File: config.mk
export PLATFORM = sky130hd
export DESIGN_NAME = tensor_gather_address_generator
export DESIGN_NICKNAME = d
export VERILOG_FILES = /design/src/hdl/tgag_pkg.sv /design/src/hdl/tgag_front.sv /design/src/hdl/tgag_queue.sv /design/src/hdl/tgag_back.sv /design/src/hdl/tensor_gather_address_generator.sv
export SDC_FILE = /design/constraint.sdc
export NUM_CORES = 1
export LEC_CHECK = 0
export ABC_AREA = 1
export BUFFER_PORTS_ARGS = -buffer_cell sky130_fd_sc_hd__buf_2
export CORE_MARGIN = 2
export CORE_UTILIZATION = 55
export DETAILED_ROUTE_END_ITERATION = 10
export PLACE_DENSITY = 0.72
export SYNTH_ARGS = -nofsm -noshare
export SYNTH_HDL_FRONTEND = slang
export SYNTH_SLANG_ARGS = --single-unit
File: constraint.sdc
create_clock -name clk -period 8.9 [get_ports clk]
set_clock_uncertainty 0.1 [all_clocks]
set_input_delay 1.78 -clock clk [delete_from_list [all_inputs] [get_ports clk]]
set_output_delay 1.78 -clock clk [all_outputs]
set_load 0.01 [all_outputs]
File: src/hdl/tgag_pkg.sv
package tgag_pkg;

  localparam int ADDR_WIDTH      = 32;
  localparam int COUNT_WIDTH     = 16;
  localparam int MAX_INNER       = 64;
  localparam int SLICE_WIDTH     = $clog2(MAX_INNER + 1);
  localparam int POS_WIDTH       = (MAX_INNER > 1) ? $clog2(MAX_INNER) : 1;
  localparam int INNER_WIDTH     = 7;
  localparam int CFG_WIDTH       = 16;
  localparam int CFG_INDEX_WIDTH = 2;
  localparam int INDEX_WIDTH     = 32;
  localparam int QUEUE_DEPTH     = 2;
  localparam int QPTR_WIDTH      = $clog2(QUEUE_DEPTH);
  localparam int QCOUNT_WIDTH    = $clog2(QUEUE_DEPTH + 1);

  localparam logic [CFG_INDEX_WIDTH-1:0] REG_OUTER_COUNT = 2'd0;
  localparam logic [CFG_INDEX_WIDTH-1:0] REG_AXIS_LENGTH = 2'd1;
  localparam logic [CFG_INDEX_WIDTH-1:0] REG_INNER_COUNT = 2'd2;
  localparam logic [CFG_INDEX_WIDTH-1:0] REG_INDEX_COUNT = 2'd3;

  // One classified index: where its slice starts on both sides and how long it is.
  typedef struct packed {
    logic [ADDR_WIDTH-1:0]  src_base;
    logic [ADDR_WIDTH-1:0]  dst_base;
    logic [SLICE_WIDTH-1:0] n;
    logic                   err;
  } slice_desc_t;

endpackage

File: src/hdl/tgag_front.sv
module tgag_front (
  input  logic                                 clk,
  input  logic                                 rst,
  input  logic                                 cfg_wr_en,
  input  logic [tgag_pkg::CFG_INDEX_WIDTH-1:0] cfg_index,
  input  logic [tgag_pkg::CFG_WIDTH-1:0]       cfg_data,
  input  logic                                 in_valid,
  output logic                                 in_ready,
  input  logic [tgag_pkg::INDEX_WIDTH-1:0]     in_index,
  input  logic                                 q_full,
  output logic                                 q_push,
  output tgag_pkg::slice_desc_t                q_wdata
);
  import tgag_pkg::*;

  logic [COUNT_WIDTH-1:0] outer_count;
  logic [COUNT_WIDTH-1:0] axis_length;
  logic [INNER_WIDTH-1:0] inner_count;
  logic [COUNT_WIDTH-1:0] index_count;

  logic [COUNT_WIDTH-1:0] index_position;
  logic [COUNT_WIDTH-1:0] outer_position;
  logic [ADDR_WIDTH-1:0]  outer_source_base;
  logic [ADDR_WIDTH-1:0]  dest_running_address;

  logic [SLICE_WIDTH-1:0]             n;
  logic [INDEX_WIDTH:0]               idx_adj;
  logic                               err;
  logic [COUNT_WIDTH+SLICE_WIDTH-1:0] idx_prod;
  logic [COUNT_WIDTH+SLICE_WIDTH-1:0] block_prod;
  logic [COUNT_WIDTH-1:0]             index_next;
  logic [COUNT_WIDTH-1:0]             outer_next;

  always_ff @(posedge clk) begin
    if (rst) begin
      outer_count <= COUNT_WIDTH'(1);
      axis_length <= COUNT_WIDTH'(1);
      inner_count <= INNER_WIDTH'(1);
      index_count <= COUNT_WIDTH'(1);
    end else if (cfg_wr_en) begin
      unique case (cfg_index)
        REG_OUTER_COUNT: outer_count <= cfg_data[COUNT_WIDTH-1:0];
        REG_AXIS_LENGTH: axis_length <= cfg_data[COUNT_WIDTH-1:0];
        REG_INNER_COUNT: inner_count <= cfg_data[INNER_WIDTH-1:0];
        REG_INDEX_COUNT: index_count <= cfg_data[COUNT_WIDTH-1:0];
        default: ;
      endcase
    end
  end

  // Slice length is clamped to 1..MAX_INNER.
  always_comb begin
    if (inner_count == '0) begin
      n = SLICE_WIDTH'(1);
    end else if (INNER_WIDTH'(inner_count) > INNER_WIDTH'(MAX_INNER)) begin
      n = SLICE_WIDTH'(MAX_INNER);
    end else begin
      n = SLICE_WIDTH'(inner_count);
    end
  end

  // Negative indices count from the end of the axis.
  always_comb begin
    if (in_index[INDEX_WIDTH-1]) begin
      idx_adj = {1'b1, in_index} + {{(INDEX_WIDTH+1-COUNT_WIDTH){1'b0}}, axis_length};
    end else begin
      idx_adj = {1'b0, in_index};
    end
    err = idx_adj[INDEX_WIDTH] ||
          (idx_adj[INDEX_WIDTH-1:0] >= {{(INDEX_WIDTH-COUNT_WIDTH){1'b0}}, axis_length});
  end

  assign idx_prod   = {{SLICE_WIDTH{1'b0}}, idx_adj[COUNT_WIDTH-1:0]} *
                      {{COUNT_WIDTH{1'b0}}, n};
  assign block_prod = {{SLICE_WIDTH{1'b0}}, axis_length} * {{COUNT_WIDTH{1'b0}}, n};
  assign index_next = index_position + COUNT_WIDTH'(1);
  assign outer_next = outer_position + COUNT_WIDTH'(1);

  assign in_ready = !q_full;
  assign q_push   = in_valid && in_ready;

  always_comb begin
    q_wdata.src_base = err ? '0
                     : outer_source_base + ADDR_WIDTH'(idx_prod);
    q_wdata.dst_base = dest_running_address;
    q_wdata.n        = n;
    q_wdata.err      = err;
  end

  always_ff @(posedge clk) begin
    if (rst) begin
      index_position       <= '0;
      outer_position       <= '0;
      outer_source_base    <= '0;
      dest_running_address <= '0;
    end else if (q_push) begin
      dest_running_address <= dest_running_address + ADDR_WIDTH'(n);
      if (index_next >= index_count) begin
        index_position <= '0;
        if (outer_next >= outer_count) begin
          outer_position       <= '0;
          outer_source_base    <= '0;
          dest_running_address <= '0;
        end else begin
          outer_position    <= outer_next;
          outer_source_base <= outer_source_base + ADDR_WIDTH'(block_prod);
        end
      end else begin
        index_position <= index_next;
      end
    end
  end

endmodule

File: src/hdl/tgag_queue.sv
module tgag_queue (
  input  logic                  clk,
  input  logic                  rst,
  input  logic                  push,
  input  tgag_pkg::slice_desc_t wdata,
  output logic                  full,
  input  logic                  pop,
  output tgag_pkg::slice_desc_t rdata,
  output logic                  empty
);
  import tgag_pkg::*;

  slice_desc_t             slots [QUEUE_DEPTH];
  logic [QPTR_WIDTH-1:0]   wr_ptr;
  logic [QPTR_WIDTH-1:0]   rd_ptr;
  logic [QCOUNT_WIDTH-1:0] count;

  assign full  = (count == QCOUNT_WIDTH'(QUEUE_DEPTH));
  assign empty = (count == '0);
  assign rdata = slots[rd_ptr];

  always_ff @(posedge clk) begin
    if (push) begin
      slots[wr_ptr] <= wdata;
    end
  end

  always_ff @(posedge clk) begin
    if (rst) begin
      wr_ptr <= '0;
      rd_ptr <= '0;
      count  <= '0;
    end else begin
      if (push) begin
        wr_ptr <= wr_ptr + QPTR_WIDTH'(1);
      end
      if (pop) begin
        rd_ptr <= rd_ptr + QPTR_WIDTH'(1);
      end
      unique case ({push, pop})
        2'b10:   count <= count + QCOUNT_WIDTH'(1);
        2'b01:   count <= count - QCOUNT_WIDTH'(1);
        default: count <= count;
      endcase
    end
  end

  a_no_overflow: assert property (@(posedge clk) disable iff (rst) !(push && full))
    else $error("queue written while full");
  a_no_underflow: assert property (@(posedge clk) disable iff (rst) !(pop && empty))
    else $error("queue read while empty");
  a_count_bound: assert property (@(posedge clk) disable iff (rst)
    (count <= QCOUNT_WIDTH'(QUEUE_DEPTH)) && ((wr_ptr == rd_ptr) == (empty || full)))
    else $error("queue count and pointers disagree");

endmodule

File: src/hdl/tgag_back.sv
module tgag_back (
  input  logic                            clk,
  input  logic                            rst,
  input  tgag_pkg::slice_desc_t           q_rdata,
  input  logic                            q_empty,
  output logic                            q_pop,
  output logic                            out_valid,
  input  logic                            out_ready,
  output logic [tgag_pkg::ADDR_WIDTH-1:0] out_src,
  output logic [tgag_pkg::ADDR_WIDTH-1:0] out_dst,
  output logic                            out_last,
  output logic                            out_err
);
  import tgag_pkg::*;

  slice_desc_t          cur;
  logic                 active;
  logic [POS_WIDTH-1:0] j;
  logic                 advance;
  logic                 at_last;

  assign advance = active && (!out_valid || out_ready);
  assign at_last = ((SLICE_WIDTH'(j) + SLICE_WIDTH'(1)) == cur.n);
  assign q_pop   = !q_empty && (!active || (advance && at_last));

  always_ff @(posedge clk) begin
    if (q_pop) begin
      cur <= q_rdata;
    end
    if (advance) begin
      out_src  <= cur.err ? '0 : cur.src_base + ADDR_WIDTH'(j);
      out_dst  <= cur.dst_base + ADDR_WIDTH'(j);
      out_last <= at_last;
      out_err  <= cur.err;
    end
  end

  always_ff @(posedge clk) begin
    if (rst) begin
      active    <= 1'b0;
      j         <= '0;
      out_valid <= 1'b0;
    end else begin
      if (advance) begin
        out_valid <= 1'b1;
      end else if (out_ready) begin
        out_valid <= 1'b0;
      end
      if (q_pop) begin
        active <= 1'b1;
        j      <= '0;
      end else if (advance) begin
        if (at_last) begin
          active <= 1'b0;
        end else begin
          j <= j + POS_WIDTH'(1);
        end
      end
    end
  end

  a_pos_in_slice: assert property (@(posedge clk) disable iff (rst)
    active |-> (SLICE_WIDTH'(j) < cur.n))
    else $error("element position beyond slice length");
  a_len_legal: assert property (@(posedge clk) disable iff (rst)
    active |-> ((cur.n != '0) && (cur.n <= SLICE_WIDTH'(MAX_INNER))))
    else $error("slice length outside legal range");
  a_advance_shows: assert property (@(posedge clk) disable iff (rst)
    advance |=> out_valid)
    else $error("generated address pair not presented");

endmodule

File: src/hdl/tensor_gather_address_generator.sv
// Gather address generator: each index transfer on the slave stream produces
// 1 to 64 address pairs (the clamped inner_count) on the master stream; the
// slice walker emits a slice one pair per clock while the receiver is ready.
// The classifier takes one index per cycle while its two-entry descriptor
// queue has room, so indices are taken ahead of the walker. Negative indices
// have axis_length added; an index still outside the axis gives a slice with
// index_error set in tuser and a source address of zero, which must not be
// read. Configuration is written through cfg_wr_en, cfg_index and cfg_data
// and should only change while no transfer is pending.
module tensor_gather_address_generator (
  input  logic                                 clk,
  input  logic                                 rst,
  // Register index: 0 outer_count, 1 axis_length, 2 inner_count, 3 index_count.
  input  logic                                 cfg_wr_en,
  input  logic [tgag_pkg::CFG_INDEX_WIDTH-1:0] cfg_index,
  input  logic [tgag_pkg::CFG_WIDTH-1:0]       cfg_data,
  input  logic                                 s_axis_tvalid,
  output logic                                 s_axis_tready,
  // tdata: [31:0] gather_index (signed).
  input  logic [31:0]                          s_axis_tdata,
  output logic                                 m_axis_tvalid,
  input  logic                                 m_axis_tready,
  // tdata: [31:0] src_address, [63:32] dst_address.
  output logic [63:0]                          m_axis_tdata,
  // tlast: last_of_slice.
  output logic                                 m_axis_tlast,
  // tuser: [0] index_error.
  output logic                                 m_axis_tuser
);
  import tgag_pkg::*;

  slice_desc_t           q_wdata;
  slice_desc_t           q_rdata;
  logic                  q_push;
  logic                  q_pop;
  logic                  q_full;
  logic                  q_empty;
  logic [ADDR_WIDTH-1:0] src_addr;
  logic [ADDR_WIDTH-1:0] dst_addr;

  // The classifier wraps the index, checks it against the axis and keeps the
  // index, outer-block and destination counters.
  tgag_front u_front (
    .clk       (clk),
    .rst       (rst),
    .cfg_wr_en (cfg_wr_en),
    .cfg_index (cfg_index),
    .cfg_data  (cfg_data),
    .in_valid  (s_axis_tvalid),
    .in_ready  (s_axis_tready),
    .in_index  (s_axis_tdata[INDEX_WIDTH-1:0]),
    .q_full    (q_full),
    .q_push    (q_push),
    .q_wdata   (q_wdata)
  );

  // Slice descriptors wait here so either side can stall on its own.
  tgag_queue u_queue (
    .clk   (clk),
    .rst   (rst),
    .push  (q_push),
    .wdata (q_wdata),
    .full  (q_full),
    .pop   (q_pop),
    .rdata (q_rdata),
    .empty (q_empty)
  );

  // The walker steps through each slice and drives the output register.
  tgag_back u_back (
    .clk       (clk),
    .rst       (rst),
    .q_rdata   (q_rdata),
    .q_empty   (q_empty),
    .q_pop     (q_pop),
    .out_valid (m_axis_tvalid),
    .out_ready (m_axis_tready),
    .out_src   (src_addr),
    .out_dst   (dst_addr),
    .out_last  (m_axis_tlast),
    .out_err   (m_axis_tuser)
  );

  assign m_axis_tdata = {dst_addr[31:0], src_addr[31:0]};

endmodule

# Word-level counts from Yosys, hierarchy flattened
# Memories as Yosys holds them, arrays and structs flattened. A register that Yosys moved wholly into a read port is not among the register bits.
# Index checks and enable logic that the tools add are counted.
[classes] add_sub_neg=14 mul=2 order_cmp=4 n_eq_ne=7 mux=17 bitwise_logic=1 reduce_logical=26
[ops] operator="2-to-1 mux 32 bit" count=4
[ops] operator="adder 32 x 23 -> 32 bit" count=2
[ops] operator="adder 32 x 6 -> 32 bit" count=2
[ops] operator="multiplier 16 x 7 -> 23 bit" count=2
[ops] operator="adder 33 x 16 -> 33 bit" count=1
[ops] operator="2-to-1 mux 33 bit" count=1
[ops] operator="adder 16 x 1 -> 16 bit (second input constant)" count=2
[ops] operator="adder 32 x 7 -> 32 bit" count=1
[ops] operator=">= comparator 16 bit" count=2
[ops] operator=">= comparator 32 x 16 -> 1 bit" count=1
[ops] operator="2-to-1 mux 16 bit" count=2
[ops] operator="2-to-1 mux 7 bit" count=2
[ops] operator="AND reduction 2 bit" count=7
[ops] operator="== test 2 bit (second input constant)" count=4
[ops] operator="nonzero test 2 bit" count=4
[ops] operator="adder 6 x 1 -> 7 bit (second input constant)" count=1
[ops] operator="== test 7 bit" count=1
[ops] operator="greater-than comparator 7 bit (second input constant)" count=1
[ops] operator="zero test 7 bit" count=1
[ops] operator="2-to-1 mux 1 bit" count=7
[ops] operator="adder 6 x 1 -> 6 bit (second input constant)" count=1
[ops] operator="== test 2 x 1 -> 1 bit (second input constant)" count=2
[ops] operator="logical AND 1 bit" count=4
[ops] operator="zero test 1 bit" count=4
[ops] operator="8 further kinds" count=12
[word_totals] reg_bits=229 mem_bits_rw=144 input_bits=55 output_inout_bits=68 n_memories=1
[memory_table] name="u_queue.slots" words=2 word_bits=72 read_ports=1 rd_clocked_by_memory_dff=1 write_ports=1 line="tgag_queue.sv:13" source="slice_desc_t slots [QUEUE_DEPTH];"

# Logic depth before layout (Yosys ltp)
[logic_depth] ltp_word=8 mapped_depth=34

# Cells and area by module
# Synthesis repeated with hierarchy kept, for this count alone.
[hier_totals] hier_cells=3432 hier_area_um2=30681.9
[modules_own_cells] mod="tgag_front" instances=1 cells_each=2547 area_each_um2=18159.9 seq_area_each_um2=3022.9
[modules_own_cells] mod="tgag_back" instances=1 cells_each=628 area_each_um2=6747.7 seq_area_each_um2=4304.1
[modules_own_cells] mod="tgag_queue" instances=1 cells_each=257 area_each_um2=5774.3 seq_area_each_um2=4424.2

# Worst setup path before layout
# Ideal clock, no wire load.
[synth_timing] kind="input to register" start="input port s_axis_tdata[0]" end="memory u_queue.slots[0][67] in the netlist's numbering, data pin" setup_time_ns=0.257 t_arrival_ns=6.995 required_ns=8.543 setup_slack_ns=1.548 cell_stages=31 path_buffers=0 path_cell_list="ha_1 inv_1 fa_1 inv_1 nand3_1 nand2_2 nand4_1 o2111ai_1 xnor2_1 nand2_1 o21ai_0 inv_1 nand2_1 fa_1 inv_1 fa_1 fa_1 inv_1 fa_1 inv_1 ha_1 nand2_1 nor2_1 nand2_1 o21ai_0 nand2_1 o21bai_1 nand2_1 o21ai_0 xor2_1 nor2_1"
[synth_rtl] item="start: declaration" line="tensor_gather_address_generator.sv:20" source="input logic [31:0] s_axis_tdata,"
[synth_rtl] item="end: declaration" line="tgag_queue.sv:13"

==> summary.md <==
| Metric | Value |
|---|---|
| Dpl cells | `between 4000 and 5000` |
| CP Capture Type | `flip-flop` |
| Crit Path Max Fanout | `5` |
| Final setup violation count | `0` |
| Crit path time final | `7.64 ns` |
| Crit path top cell by count | `inv_1` |
| RSZ-0062 raised after global routing | `no` |
| CP max stage cell | `fa_1` |
| Clock Pin Slew Worst Setup and Hold Paths | `0.06 ns` |
| Die ar. | `roughly 56000 um^2` |
| Layout Cells excl Fill | `around 4200` |
| Syn_nets | `roughly 3800` |
| Most used flip-flop cell after synthesis | `edfxtp_1` |
| Drt total wl | `a little over 70000 um` |
| Routed len/inst | `16.6 um` |
| Worst slew pin tran | `1.03 ns` |
| Post-Synthesis Cells | `3397` |
| Core area | `53800 um^2` |
| Nets | `between 3000 and 4000` |
| Hold Crit Class | `flip-flop to flip-flop` |
| DP Wirelength | `53900 um` |
| Row count | `85` |
| Vias per cell | `5.31` |
| Arrival time at the worst endpoint | `between 7 and 8 ns` |
| First DRT Iteration DRCs | `1794` |
| Post-route ant nets | `0` |
| 1st-pass router iterations | `5` |
| # DRC | `0` |
| Yosys top cell by area | `edfxtp_1` |
| CP Data Required Time | `9.07 ns` |
| Crit path launch type | `input port` |
| Number of synthesized register bits | `445` |
| Share of cells above drive strength 1 | `9.48%` |
| Synth unique cells | `48` |
| Clk_lat worst skew | `0.60 ns` |
| Pin count of the biggest net entering global routing | `75` |
| Post-synth top area share | `28.3%` |
| P&R area growth vs syn | `9.71%` |
| CP Class | `input port to flip-flop` |
| Yosys Warn Count | `0` |
| Multi-input gate area | `15800 um^2` |
| Final hold violations | `0` |
| Postcts setup bufs | `0` |
| Root buf cell | `clkbuf_16` |
| Reg area | `11700 um^2` |
| CTS resizes | `0` |
| Async S/R FF share, synth | `0%` |
| Starting density of the core | `55.7%` |
| Final Slew Violations | `0` |
| Crit path largest cell delay | `0.55 ns` |
| CTS hold repair buffers | `0` |
| Peak supply drop | `151 uV` |
| Relative slew slack | `31.4%` |
| CTS Buf Count | `47` |
| Port bufs | `122` |
| Fmax | `~0.13 GHz` |
| Power Density | `205 nW/um^2` |
| CTS sink count | `445` |
| First-pass GRT wire length | `114000 um` |
| Remaining global-route overflow | `0` |
| CTS tree | `built` |
| Chip width | `237 um` |
| Initial antenna violation count | `1` |
| Final Cycle Share | `85.8%` |
| Ports | `about 120` |
| DIE HEIGHT | `237 um` |
| Post-Syn Area | `30000 um^2` |
| GRT Overall Usage | `25.5%` |
| Setup TNS | `0 ns` |
| Status | `complete, no violations` |
| Max Buffers Root-to-Sink | `3` |
| H-tree depth | `2` |
| Static Leak | `14.4 nW` |
| Gpl congestion | `0.976` |
| Number of synthesized flops with an enable pin | `around 280` |
| Seq/Total Area, Yosys | `39.2%` |
| Top cells by area, synth | `edfxtp_1 (28%), fa_1 (12%), dfxtp_1 (11%), nand2_1 (7.7%), ha_1 (7.6%)` |
| FILL cells | `4621` |
| Vias | `22500` |
| Max-cap violation count | `0` |
| Vias in the first global route | `roughly 22000` |
| Syn_area_per_cell | `8.82 um^2` |
## power breakdown
part           internal, W  switching [W]  total (W)
Clock              0.00118       0.000815    0.00199
Sequential         0.00269       0.000178    0.00287
Combinational     0.000633        0.00125    0.00188
## routing by layer
layer,global-route usage [%],share of wire [%],wire (um),vias to the layer above
met1,35.3,45,31500,10400
met4,8.16,3.1,2210,0
met2,41.0,45,32000,716
li1,-,-,-,11200
met5,0,0,0,-
met3,4.53,6.8,4790,138
## cell type report
class                      instances  area share (%)
antenna                            1         0.00761
clock buffer                      63            3.94
clock inverter                    24           0.857
inverter                         575            6.57
multi-input combinational       2297            48.0
sequential                       445            35.7
tap                              696            2.65
timing repair buffer             142            2.31
## flip-flops by register name, indices dropped and copies added (netlist names)
register	flops
u_front.outer_source_base	32
u_back.cur	72
u_front.index_count	16
u_front.dest_running_address	32
u_back.out_last	1
u_front.inner_count	7
u_front.outer_count	16
u_back.j	6
u_back.out_src	32
u_queue.rd_ptr	1
u_front.index_position	16
u_front.outer_position	16
u_queue.wr_ptr	1
u_back.out_dst	32
u_queue.count	2
u_back.out_err	1
u_back.active	1
u_queue.slots	144
u_back.out_valid	1
u_front.axis_length	16
## worst paths after layout
path / startpoint / to / slack (ns) / depth (start not counted)
max: s_axis_tdata[0] / u_queue.slots[1][67]$_DFFE_PP_ / 1.26 / 33
min: u_front.index_count[14]$_SDFFE_PP0P_ / u_front.index_count[14]$_SDFFE_PP0P_ / 0.36 / 2
max reg2reg: u_front.axis_length[0]$_SDFFE_PP1P_ / u_queue.slots[1][67]$_DFFE_PP_ / 2.01 / 32
min reg2reg: u_front.index_count[14]$_SDFFE_PP0P_ / u_front.index_count[14]$_SDFFE_PP0P_ / 0.36 / 2
## per-stage QoR
step | power, W | hold WS, ns | instance area (um^2) | setup WS, ns | utilization (%)
finish | 0.00674 | 0.359 | 32900 | 1.26 | 61.1
global route | 0.00714 | 0.382 | 32900 | 0.808 | 61.1
CTS | 0.00679 | 0.364 | 32900 | 1.31 | 61.1
detailed placement | 0.00479 | 0.351 | 31300 | 0.694 | 58.1
global placement | 0.00475 | 0.349 | 31300 | 0.757 | 58.1
floorplan | 0.00422 | 0.326 | 30000 | 1.55 | -
## cells by family after synthesis
logic type               share of synthesized area [%]
AND/OR/NAND/NOR                                   18.2
buffers and inverters                             8.31
AO/OA/AOI/OAI                                     8.05
flip-flops                                        39.2
adder cells (fa/ha/maj)                           19.9
XOR/XNOR                                          3.63
multiplexers                                      2.71
## cells in the mapped netlist (all sizes together), types with 7 or more instances
cell type  instances
nand4             49
o21ai            133
a22oi             18
o21a               7
nor3              50
xnor2             46
or2               12
a21oi            241
buf               12
xor2              78
fa               184
ha               183
nor4               9
nor2             402
clkbuf            68
o211ai             9
mux2              72
nand3b             7
nor3b             10
edfxtp           282
a31oi              8
nand2            620
nand3            120
dfxtp            163
inv              572
o21bai            10
## cell usage in the layout, fill, tap and decap left out, drive strengths merged, types with 78 or more instances in the layout
cell type,n
a21oi,241
buf,142
dfxtp,163
edfxtp,282
fa,184
ha,183
inv,575
nand2,620
nand3,120
nor2,402
o21ai,133
xor2,78
## worst max-delay path: cells and delay by family
family / cells / cell delay, ns
AOI/OAI and AO/OA: 8 / 1.21
xor gates and xnor gates: 2 / 0.30
adders and majority gates: 7 / 2.92
buffers and inverters: 8 / 0.90
and+or+nand+nor: 8 / 0.71
Power figures use the tool's default switching activity.
